--- config.mk ---
export PLATFORM = sky130hd
export DESIGN_NAME = spiral_walk_coordinate_generator_unit
export DESIGN_NICKNAME = d
export VERILOG_FILES = /design/src/hdl/swcg_pkg.sv /design/src/hdl/swcg_ctrl.sv /design/src/hdl/swcg_datapath.sv /design/src/hdl/spiral_walk_coordinate_generator_unit.sv
export SDC_FILE = /design/constraint.sdc
export NUM_CORES = 1
export LEC_CHECK = 0
export BUFFER_PORTS_ARGS = -buffer_cell sky130_fd_sc_hd__buf_4
export CORE_AREA = 2 2 127 129
export DETAILED_ROUTE_END_ITERATION = 10
export DIE_AREA = 0 0 129 131
export GPL_ROUTABILITY_DRIVEN = 0
export GPL_TIMING_DRIVEN = 0
export PLACE_DENSITY = 0.74
export SKIP_CTS_REPAIR_TIMING = 1
export SYNTH_ARGS = -nofsm -noshare
export SYNTH_HDL_FRONTEND = slang
export SYNTH_SLANG_ARGS = --single-unit
--- constraint.sdc ---
create_clock -name clock -period 6.8 [get_ports clock]
set_input_delay 0.34 -clock clock [delete_from_list [all_inputs] [get_ports clock]]
set_output_delay 0.34 -clock clock [all_outputs]
set_load 0.05 [all_outputs]
--- src/hdl/swcg_pkg.sv ---
`default_nettype none

package swcg_pkg;

   // largest usable grid side
   localparam int MAX_DIM   = 128;

   // fixed field widths
   localparam int DIM_W     = 8;
   localparam int CRD_W     = 7;
   localparam int POS_W     = 10;
   localparam int TOT_W     = 2 * DIM_W;

   // leg lengths reach 2*MAX_DIM+3 just after the last ring turn
   localparam int LEG_LIMIT = 2 * MAX_DIM + 1;
   localparam int LEG_W     = $clog2(2 * MAX_DIM + 4);
   localparam int CNT_W     = $clog2(MAX_DIM * MAX_DIM + 1);

   typedef enum logic [1:0] {
      REG_GRID_ROWS = 2'd0,
      REG_GRID_COLS = 2'd1,
      REG_START_ROW = 2'd2,
      REG_START_COL = 2'd3
   } csr_index_type;

   typedef enum logic [1:0] {
      HEAD_EAST  = 2'd0,
      HEAD_SOUTH = 2'd1,
      HEAD_WEST  = 2'd2,
      HEAD_NORTH = 2'd3
   } heading_type;

   typedef enum logic {
      CTL_IDLE = 1'b0,
      CTL_WALK = 1'b1
   } ctl_state_type;

   typedef struct packed {
      logic start_walk;
      logic step;
      logic emit;
   } dp_cmd_type;

   typedef struct packed {
      logic active;
      logic guard;
      logic next_in_grid;
      logic out_free;
   } dp_sts_type;

endpackage

`default_nettype wire

--- src/hdl/swcg_ctrl.sv ---
`default_nettype none

module swcg_ctrl (
   input  wire logic               clock,
   input  wire logic               reset,
   input  wire logic               req_valid,
   output logic                    req_stall,
   input  wire logic               req_restart,
   input  wire swcg_pkg::dp_sts_type sts,
   output swcg_pkg::dp_cmd_type    cmd
);
   import swcg_pkg::*;

   ctl_state_type state_ff, state_in;
   logic          restart_ff, restart_in;
   logic          accept;

   assign accept = req_valid && !req_stall;

   always_ff @(posedge clock) begin
      if (reset) begin
         state_ff   <= CTL_IDLE;
         restart_ff <= 1'b0;
      end else begin
         state_ff   <= state_in;
         restart_ff <= restart_in;
      end
   end

   always_comb begin
      state_in   = state_ff;
      restart_in = restart_ff;
      req_stall  = 1'b1;
      cmd        = '0;
      case (state_ff)
         CTL_IDLE: begin
            req_stall = 1'b0;
            if (accept) begin
               restart_in = req_restart;
               state_in   = CTL_WALK;
            end
         end
         CTL_WALK: begin
            if (restart_ff || !sts.active || sts.guard) begin
               // fresh walk: the start cell is the result
               if (sts.out_free) begin
                  cmd.start_walk = 1'b1;
                  cmd.emit       = 1'b1;
                  state_in       = CTL_IDLE;
               end
            end else if (sts.next_in_grid) begin
               if (sts.out_free) begin
                  cmd.step = 1'b1;
                  cmd.emit = 1'b1;
                  state_in = CTL_IDLE;
               end
            end else begin
               // off-grid spiral position, step over it
               cmd.step = 1'b1;
            end
         end
         default: begin
            state_in = CTL_IDLE;
         end
      endcase
   end

endmodule

`default_nettype wire

--- src/hdl/swcg_datapath.sv ---
`default_nettype none

module swcg_datapath (
   input  wire logic                          clock,
   input  wire logic                          reset,
   input  wire logic                          csr_wr_en,
   input  wire swcg_pkg::csr_index_type       csr_index,
   input  wire logic [swcg_pkg::DIM_W-1:0]    csr_wdata,
   input  wire swcg_pkg::dp_cmd_type          cmd,
   output swcg_pkg::dp_sts_type               sts,
   output logic                               rsp_valid,
   input  wire logic                          rsp_stall,
   output logic [swcg_pkg::CRD_W-1:0]         rsp_cell_row,
   output logic [swcg_pkg::CRD_W-1:0]         rsp_cell_col,
   output logic                               rsp_last_cell
);
   import swcg_pkg::*;

   logic [DIM_W-1:0]        grid_rows_ff, grid_cols_ff;
   logic [CRD_W-1:0]        start_row_ff, start_col_ff;

   logic signed [POS_W-1:0] walk_row_ff, walk_row_in;
   logic signed [POS_W-1:0] walk_col_ff, walk_col_in;
   heading_type             heading_ff, heading_in;
   logic [LEG_W-1:0]        leg_base_ff, leg_base_in;
   logic [LEG_W-1:0]        leg_step_ff, leg_step_in;
   logic [CNT_W-1:0]        emitted_ff, emitted_in;
   logic                    active_ff, active_in;
   logic                    rsp_valid_ff, rsp_valid_in;
   logic [CRD_W-1:0]        out_row_ff, out_row_in;
   logic [CRD_W-1:0]        out_col_ff, out_col_in;
   logic                    out_last_ff, out_last_in;

   logic [DIM_W-1:0]        rows, cols;
   logic [TOT_W-1:0]        total;
   logic [CRD_W-1:0]        first_row, first_col;
   logic signed [POS_W-1:0] next_row, next_col;
   logic [LEG_W-1:0]        leg_len, step_cnt;
   logic [CNT_W-1:0]        emitted_nx;
   logic                    last_nx;

   // configuration registers
   always_ff @(posedge clock) begin
      if (reset) begin
         grid_rows_ff <= DIM_W'(1);
         grid_cols_ff <= DIM_W'(1);
         start_row_ff <= '0;
         start_col_ff <= '0;
      end else if (csr_wr_en) begin
         case (csr_index)
            REG_GRID_ROWS: grid_rows_ff <= csr_wdata;
            REG_GRID_COLS: grid_cols_ff <= csr_wdata;
            REG_START_ROW: start_row_ff <= csr_wdata[CRD_W-1:0];
            REG_START_COL: start_col_ff <= csr_wdata[CRD_W-1:0];
            default: begin
            end
         endcase
      end
   end

   // zero reads as one, oversize saturates
   always_comb begin
      rows = grid_rows_ff;
      if (grid_rows_ff == '0)
         rows = DIM_W'(1);
      else if (grid_rows_ff > DIM_W'(MAX_DIM))
         rows = DIM_W'(MAX_DIM);
      cols = grid_cols_ff;
      if (grid_cols_ff == '0)
         cols = DIM_W'(1);
      else if (grid_cols_ff > DIM_W'(MAX_DIM))
         cols = DIM_W'(MAX_DIM);
   end

   assign total = TOT_W'(rows) * TOT_W'(cols);

   always_comb begin
      first_row = ({1'b0, start_row_ff} < rows) ? start_row_ff : CRD_W'(rows - DIM_W'(1));
      first_col = ({1'b0, start_col_ff} < cols) ? start_col_ff : CRD_W'(cols - DIM_W'(1));
   end

   // one spiral step
   always_comb begin
      next_row = walk_row_ff;
      next_col = walk_col_ff;
      case (heading_ff)
         HEAD_EAST:  next_col = walk_col_ff + POS_W'(1);
         HEAD_SOUTH: next_row = walk_row_ff + POS_W'(1);
         HEAD_WEST:  next_col = walk_col_ff - POS_W'(1);
         HEAD_NORTH: next_row = walk_row_ff - POS_W'(1);
         default: begin
         end
      endcase
   end

   assign leg_len  = leg_base_ff + LEG_W'(heading_ff[1]);
   assign step_cnt = leg_step_ff + LEG_W'(1);

   assign emitted_nx = cmd.start_walk ? CNT_W'(1) : emitted_ff + CNT_W'(1);
   assign last_nx    = TOT_W'(emitted_nx) >= total;

   always_comb begin
      walk_row_in  = walk_row_ff;
      walk_col_in  = walk_col_ff;
      heading_in   = heading_ff;
      leg_base_in  = leg_base_ff;
      leg_step_in  = leg_step_ff;
      emitted_in   = emitted_ff;
      active_in    = active_ff;
      out_row_in   = out_row_ff;
      out_col_in   = out_col_ff;
      out_last_in  = out_last_ff;
      rsp_valid_in = rsp_valid_ff && rsp_stall;

      if (cmd.start_walk) begin
         walk_row_in = POS_W'(first_row);
         walk_col_in = POS_W'(first_col);
         heading_in  = HEAD_EAST;
         leg_base_in = LEG_W'(1);
         leg_step_in = '0;
      end else if (cmd.step) begin
         walk_row_in = next_row;
         walk_col_in = next_col;
         leg_step_in = step_cnt;
         if (step_cnt >= leg_len) begin
            leg_step_in = '0;
            heading_in  = heading_type'(heading_ff + 2'd1);
            if (heading_ff == HEAD_NORTH)
               leg_base_in = leg_base_ff + LEG_W'(2);
         end
      end

      if (cmd.emit) begin
         emitted_in   = emitted_nx;
         active_in    = !last_nx;
         out_last_in  = last_nx;
         out_row_in   = walk_row_in[CRD_W-1:0];
         out_col_in   = walk_col_in[CRD_W-1:0];
         rsp_valid_in = 1'b1;
      end
   end

   always_ff @(posedge clock) begin
      if (reset) begin
         walk_row_ff  <= '0;
         walk_col_ff  <= '0;
         heading_ff   <= HEAD_EAST;
         leg_base_ff  <= LEG_W'(1);
         leg_step_ff  <= '0;
         emitted_ff   <= '0;
         active_ff    <= 1'b0;
         rsp_valid_ff <= 1'b0;
      end else begin
         walk_row_ff  <= walk_row_in;
         walk_col_ff  <= walk_col_in;
         heading_ff   <= heading_in;
         leg_base_ff  <= leg_base_in;
         leg_step_ff  <= leg_step_in;
         emitted_ff   <= emitted_in;
         active_ff    <= active_in;
         rsp_valid_ff <= rsp_valid_in;
      end
   end

   always_ff @(posedge clock) begin
      out_row_ff  <= out_row_in;
      out_col_ff  <= out_col_in;
      out_last_ff <= out_last_in;
   end

   always_comb begin
      sts.active       = active_ff;
      sts.guard        = leg_base_ff > LEG_W'(LEG_LIMIT);
      sts.next_in_grid = !next_row[POS_W-1] && !next_col[POS_W-1] &&
                         (next_row[POS_W-2:0] < (POS_W-1)'(rows)) &&
                         (next_col[POS_W-2:0] < (POS_W-1)'(cols));
      sts.out_free     = !rsp_valid_ff || !rsp_stall;
   end

   assign rsp_valid     = rsp_valid_ff;
   assign rsp_cell_row  = out_row_ff;
   assign rsp_cell_col  = out_col_ff;
   assign rsp_last_cell = out_last_ff;

endmodule

`default_nettype wire

--- src/hdl/spiral_walk_coordinate_generator_unit.sv ---
// channel | ports                                   | direction | moves
// req     | req_valid, req_stall, req_restart       | in        | one request transaction
// rsp     | rsp_valid, rsp_stall, rsp_cell_row/col, | out       | one cell transaction
//         | rsp_last_cell                           |           |
// csr     | csr_wr_en, csr_index, csr_wdata         | in        | register write
//
// a request is accepted while idle; the walk then steps over off-grid spiral
// positions until it reaches the next in-grid cell (the start cell for a
// fresh start); the spiral steps are set by the single step unit
// reset is synchronous and active high; it returns the registers to a 1x1
// grid at cell 0,0 and makes the next request start a fresh walk
// a pending result waits in the output register; the walk holds before
// emitting while rsp_stall keeps that register full
`default_nettype none

module spiral_walk_coordinate_generator_unit (
   input  wire logic                       clock,
   input  wire logic                       reset,
   // configuration
   input  wire logic                       csr_wr_en,
   input  wire swcg_pkg::csr_index_type    csr_index,
   input  wire logic [swcg_pkg::DIM_W-1:0] csr_wdata,
   // request channel
   input  wire logic                       req_valid,
   output logic                            req_stall,
   input  wire logic                       req_restart,
   // result channel
   output logic                            rsp_valid,
   input  wire logic                       rsp_stall,
   output logic [swcg_pkg::CRD_W-1:0]      rsp_cell_row,
   output logic [swcg_pkg::CRD_W-1:0]      rsp_cell_col,
   output logic                            rsp_last_cell
);
   import swcg_pkg::*;

   dp_cmd_type cmd;
   dp_sts_type sts;

   // sequencer: accepts a request, then walks until a cell can be emitted
   swcg_ctrl u_ctrl (
      .clock       (clock),
      .reset       (reset),
      .req_valid   (req_valid),
      .req_stall   (req_stall),
      .req_restart (req_restart),
      .sts         (sts),
      .cmd         (cmd)
   );

   // walk position, leg counters, config registers and output register
   swcg_datapath u_datapath (
      .clock         (clock),
      .reset         (reset),
      .csr_wr_en     (csr_wr_en),
      .csr_index     (csr_index),
      .csr_wdata     (csr_wdata),
      .cmd           (cmd),
      .sts           (sts),
      .rsp_valid     (rsp_valid),
      .rsp_stall     (rsp_stall),
      .rsp_cell_row  (rsp_cell_row),
      .rsp_cell_col  (rsp_cell_col),
      .rsp_last_cell (rsp_last_cell)
   );

`ifndef SYNTHESIS
   // a cell is only loaded when the output register can take it
   assert property (@(posedge clock) disable iff (reset)
      cmd.emit |-> sts.out_free)
      else $error("cell emitted into a full output register");

   // a fresh start and a spiral step never happen together
   assert property (@(posedge clock) disable iff (reset)
      !(cmd.start_walk && cmd.step))
      else $error("start and step commanded together");

   // one request at a time: the input closes right after an accept
   assert property (@(posedge clock) disable iff (reset)
      (req_valid && !req_stall) |=> req_stall)
      else $error("request accepted while previous one in progress");

   // an emitted cell shows up on the result channel next cycle
   assert property (@(posedge clock) disable iff (reset)
      cmd.emit |=> rsp_valid)
      else $error("emitted cell not presented");
`endif

endmodule

`default_nettype wire
==> impl_metrics.xml <==
<?xml version="1.0" encoding="UTF-8"?>
<metrics>
  <group name="logic_synthesis">
    <metric name="number_of_synthesized_register_bits" unit="">103</metric>
    <metric name="syn-mean-instance-area" unit="µm²">8.35</metric>
    <metric name="synth_top_family_by_area" unit="">adder cells</metric>
    <metric name="yosys.area.top_type_share" unit="%">19.3</metric>
    <metric name="synth_cell_type_count" unit="">65</metric>
    <metric name="synth_mux_area_share" unit="%">4.21</metric>
    <metric name="post_synth_xor_area_fraction" unit="%">7.48</metric>
    <metric name="ys_async_sr_fraction" unit="%">0</metric>
    <metric name="post_synth_inst_count" unit="">1094</metric>
    <metric name="synth.net_count" unit="">1261</metric>
    <metric name="ys_warn_count" unit="">0</metric>
    <metric name="synth_area_leader_cell" unit="">sky130_fd_sc_hd__dfxtp_1</metric>
    <metric name="synth_flop_cell" unit="">sky130_fd_sc_hd__dfxtp_1</metric>
    <metric name="synth-adder-area-share" unit="%">23.8</metric>
    <metric name="seq_area_frac_synth" unit="%">24.2</metric>
    <metric name="synthesis.area" unit="µm²">9130</metric>
    <metric name="synth-compound-area-share" unit="%">13.9</metric>
    <metric name="synth-edff-count" unit="">15</metric>
    <metric name="post_synthesis_simple_gate_area_fraction" unit="%">20.7</metric>
    <metric name="synth_top_cells_by_area" unit="">sky130_fd_sc_hd__dfxtp_1, sky130_fd_sc_hd__ha_1, sky130_fd_sc_hd__fa_1, sky130_fd_sc_hd__nor2_1, sky130_fd_sc_hd__edfxtp_1</metric>
  </group>
  <group name="clock_tree">
    <metric name="root_buffer" unit="">sky130_fd_sc_hd__clkbuf_16</metric>
    <metric name="number_of_buffers_inserted_during_clock_tree_synthesis" unit="">9</metric>
    <metric name="insertion_delay" unit="ns">0.36</metric>
    <metric name="cts_sinks" unit="">103</metric>
    <metric name="clockBufferDepth" unit="">2</metric>
    <metric name="cts_max_level" unit="">3</metric>
    <metric name="clk_transition_reported_paths" unit="ns">0.07</metric>
    <metric name="tritoncts" unit="">yes</metric>
  </group>
  <group name="drt">
    <metric name="drt_first_pass_iters" unit="">5</metric>
    <metric name="drt-total-wl" unit="mm">21.2</metric>
    <metric name="routed_via_density" unit="">5.78</metric>
    <metric name="postRouteAntennaNets" unit="">0</metric>
    <metric name="post-route-drc-count" unit="">0</metric>
    <metric name="route.vias.total" unit="">7837</metric>
    <metric name="dr.first_iter.drc_count" unit="">527</metric>
    <metric name="routedWlPerCell" unit="µm">15.6</metric>
  </group>
  <group name="finish">
    <metric name="insertedDiodeCount" unit="">0</metric>
    <metric name="instances_no_fill" unit="">1356</metric>
    <metric name="final_layout_size_suffix_gt1_share" unit="%">7.11</metric>
    <metric name="finish.utilization" unit="%">63.7</metric>
    <metric name="post-route-cell-area" unit="µm²">9940</metric>
    <metric name="fillers" unit="">1382</metric>
    <metric name="final_nets" unit="">1302</metric>
    <metric name="ff_latch_area" unit="µm²">2210</metric>
    <metric name="area_of_the_multi_input_gates" unit="µm²">6410</metric>
    <metric name="synthToLayoutAreaGrowth" unit="%">8.86</metric>
  </group>
  <group name="setup_path">
    <metric name="timing.critical_path.buf_inv" unit="">6</metric>
    <metric name="setup.worst_path.start_class" unit="">register</metric>
    <metric name="endpoint_kind" unit="">register</metric>
    <metric name="timing_worst_setup_path_type" unit="">register to register</metric>
    <metric name="critical-path-max-stage-delay" unit="ns">0.54</metric>
    <metric name="worst-endpoint-required" unit="ns">7.01</metric>
    <metric name="critical_path.slowest_cell" unit="">sky130_fd_sc_hd__fa_1</metric>
    <metric name="critical-path-top-delay-family" unit="">adder cells</metric>
    <metric name="critPathArrivalTime" unit="ns">6.66</metric>
    <metric name="critical_path_peak_fanout" unit="">10</metric>
  </group>
  <group name="grt">
    <metric name="first_pass_grt_wire_length" unit="mm">34.9</metric>
    <metric name="grt_overflow" unit="">0</metric>
    <metric name="global_route.usage.total" unit="%">26.0</metric>
    <metric name="grt_max_degree" unit="">17</metric>
    <metric name="antenna_found_initial" unit="">0</metric>
    <metric name="via_count_of_the_first_global_routing_pass" unit="">7147</metric>
  </group>
  <group name="timing">
    <metric name="fin_skew" unit="ns">0.00833</metric>
    <metric name="finalSetupViolations" unit="">0</metric>
    <metric name="relSlewSlack" unit="%">44.2</metric>
    <metric name="timing.fmax" unit="MHz">155</metric>
    <metric name="post-route-period-util" unit="%">94.7</metric>
    <metric name="tightestPinTransition" unit="ns">0.832</metric>
    <metric name="layout_min_cycle_time" unit="ns">6.44</metric>
    <metric name="fin_ws" unit="ns">0.357</metric>
    <metric name="setup_repair_after_global_routing_missed_its_margin" unit="">no</metric>
    <metric name="maxSlewViolCount" unit="">0</metric>
    <metric name="final_hold_violating_endpoints" unit="">0</metric>
  </group>
  <group name="place">
    <metric name="post_detailed_placement_cell_area" unit="µm²">9640</metric>
    <metric name="post-place-ws" unit="ns">0.00852</metric>
    <metric name="port_buffers" unit="">31</metric>
    <metric name="dp.final_hpwl" unit="mm">16.5</metric>
    <metric name="dp_cells" unit="">1341</metric>
  </group>
  <group name="floorplan">
    <metric name="die_area" unit="µm²">16900</metric>
    <metric name="floorplan.die.width" unit="µm">129</metric>
    <metric name="site_rows" unit="">46</metric>
    <metric name="fp.dieH" unit="µm">131</metric>
    <metric name="initial_utilization" unit="%">58.6</metric>
    <metric name="floorplan.core_area" unit="µm²">15600</metric>
    <metric name="top_level_ports" unit="">33</metric>
  </group>
  <group name="run">
    <metric name="timing.max_cap.violations" unit="">0</metric>
  </group>
  <group name="power_and_ir_drop">
    <metric name="power.ir.vdd_worst" unit="mV">0.123</metric>
    <metric name="cellLeakagePower" unit="nW">4.46</metric>
    <metric name="cellPowerDensity" unit="nW/µm²">202</metric>
  </group>
  <group name="hold_path">
    <metric name="worstHoldPathType" unit="">input pin to register</metric>
  </group>
  <group name="status">
    <metric name="outcome" unit="">complete, no violations</metric>
  </group>
</metrics>
## metrics by stage
step | total power [mW] | setup TNS, ns | hold slack (ns)
finish | 2.00 | 0 | 0.212
global route | 2.11 | 0 | 0.202
CTS | 2.01 | -0.00789 | 0.203
detailed placement | 1.50 | 0 | 0.456
global placement | 1.49 | 0 | 0.459
floorplan | 1.29 | 0 | 0.436
## synthesized netlist by cell type (16+ instances only)
master,count
sky130_fd_sc_hd__nor2_1,160
sky130_fd_sc_hd__ha_1,113
sky130_fd_sc_hd__dfxtp_1,88
sky130_fd_sc_hd__inv_1,85
sky130_fd_sc_hd__nand2_1,70
sky130_fd_sc_hd__a21oi_1,50
sky130_fd_sc_hd__nand3_1,42
sky130_fd_sc_hd__xnor2_1,40
sky130_fd_sc_hd__o21ai_0,39
sky130_fd_sc_hd__fa_1,38
sky130_fd_sc_hd__xor2_1,38
sky130_fd_sc_hd__clkbuf_1,35
sky130_fd_sc_hd__mux2i_1,35
sky130_fd_sc_hd__nor3_1,22
sky130_fd_sc_hd__nand4_1,20
sky130_fd_sc_hd__nor2b_1,20
sky130_fd_sc_hd__a211oi_1,16
## report_power, final
| part | internal, mW | switching [mW] |
|---|---|---|
| logic | 0.242 | 0.504 |
| registers | 0.707 | 0.0430 |
| clock network | 0.269 | 0.240 |
| total | 1.22 | 0.786 |
## cell usage in the layout, fill, tap and decap left out, types with 22 or more instances in the layout
cell                         n
sky130_fd_sc_hd__a21oi_1    50
sky130_fd_sc_hd__buf_4      32
sky130_fd_sc_hd__clkbuf_1   28
sky130_fd_sc_hd__dfxtp_1    88
sky130_fd_sc_hd__fa_1       38
sky130_fd_sc_hd__ha_1      113
sky130_fd_sc_hd__inv_1      85
sky130_fd_sc_hd__mux2i_1    35
sky130_fd_sc_hd__nand2_1    68
sky130_fd_sc_hd__nand3_1    42
sky130_fd_sc_hd__nor2_1    160
sky130_fd_sc_hd__nor3_1     22
sky130_fd_sc_hd__o21ai_0    39
sky130_fd_sc_hd__xnor2_1    40
sky130_fd_sc_hd__xor2_1     38
## worst register-to-register path: cells and delay by family, from the launching register on
kind / cells / cell delay, ns
and+or+nand+nor: 3 / 0.46
xor gates and xnor gates: 1 / 0.08
adders and majority gates: 6 / 2.70
AOI/OAI and AO/OA: 9 / 1.70
DFF: 1 / 0.37
buffers and inverters: 6 / 0.99
## kinds of logic (layout without fill, tap and decap cells)
logic type | count (synthesis) | after routing
and+or+nand+nor | 397 | 397
AOI/OAI and AO/OA | 194 | 194
adders and majority gates | 151 | 151
buffers and inverters | 133 | 179
DFF | 103 | 103
xor gates and xnor gates | 78 | 78
muxes | 38 | 38
## area by class of cell
| type | instances | share of cell area (%) |
|---|---|---|
| clock buffer | 12 | 2.58 |
| buffer | 45 | 2.04 |
| multi-input combinational | 858 | 64.5 |
| timing repair buffer | 31 | 2.34 |
| clock inverter | 4 | 0.289 |
| sequential | 103 | 22.3 |
| inverter | 87 | 3.28 |
| tap | 216 | 2.72 |
## final timing paths
path                              start  cells past startpoint  slack, ns                    endpoint
max reg2reg  u_datapath.grid_rows_ff[7]                     25       0.36        u_datapath.active_ff
min                        csr_wdata[0]                      2       0.21  u_datapath.grid_rows_ff[0]
min reg2reg  u_datapath.grid_cols_ff[0]                      1       0.48  u_datapath.grid_cols_ff[0]
max          u_datapath.grid_rows_ff[7]                     25       0.36        u_datapath.active_ff
## flip-flops by register name (all words and copies together), names as in the netlist
name	flops
u_datapath.emitted_ff	15
u_datapath.walk_col_ff	10
u_datapath.walk_row_ff	10
u_datapath.leg_step_ff	9
u_datapath.grid_cols_ff	8
u_datapath.grid_rows_ff	8
u_datapath.leg_base_ff	8
u_datapath.rsp_cell_col	7
u_datapath.rsp_cell_row	7
u_datapath.start_col_ff	7
u_datapath.start_row_ff	7
u_datapath.heading_ff	2
u_ctrl.restart_ff	1
u_ctrl.state_ff	1
u_datapath.active_ff	1
u_datapath.rsp_last_cell	1
u_datapath.rsp_valid	1
## routing by layer
| metal | GRT usage [%] | part of all wire (%) | vias up |
|---|---|---|---|
| met4 | 6.52 | 1.7 | 0 |
| li1 | - | - | 3893 |
| met2 | 42.8 | 47 | 139 |
| met1 | 36.3 | 47 | 3779 |
| met5 | 0 | 0 | - |
| met3 | 3.83 | 3.9 | 26 |
Power figures use the tool's default switching activity.
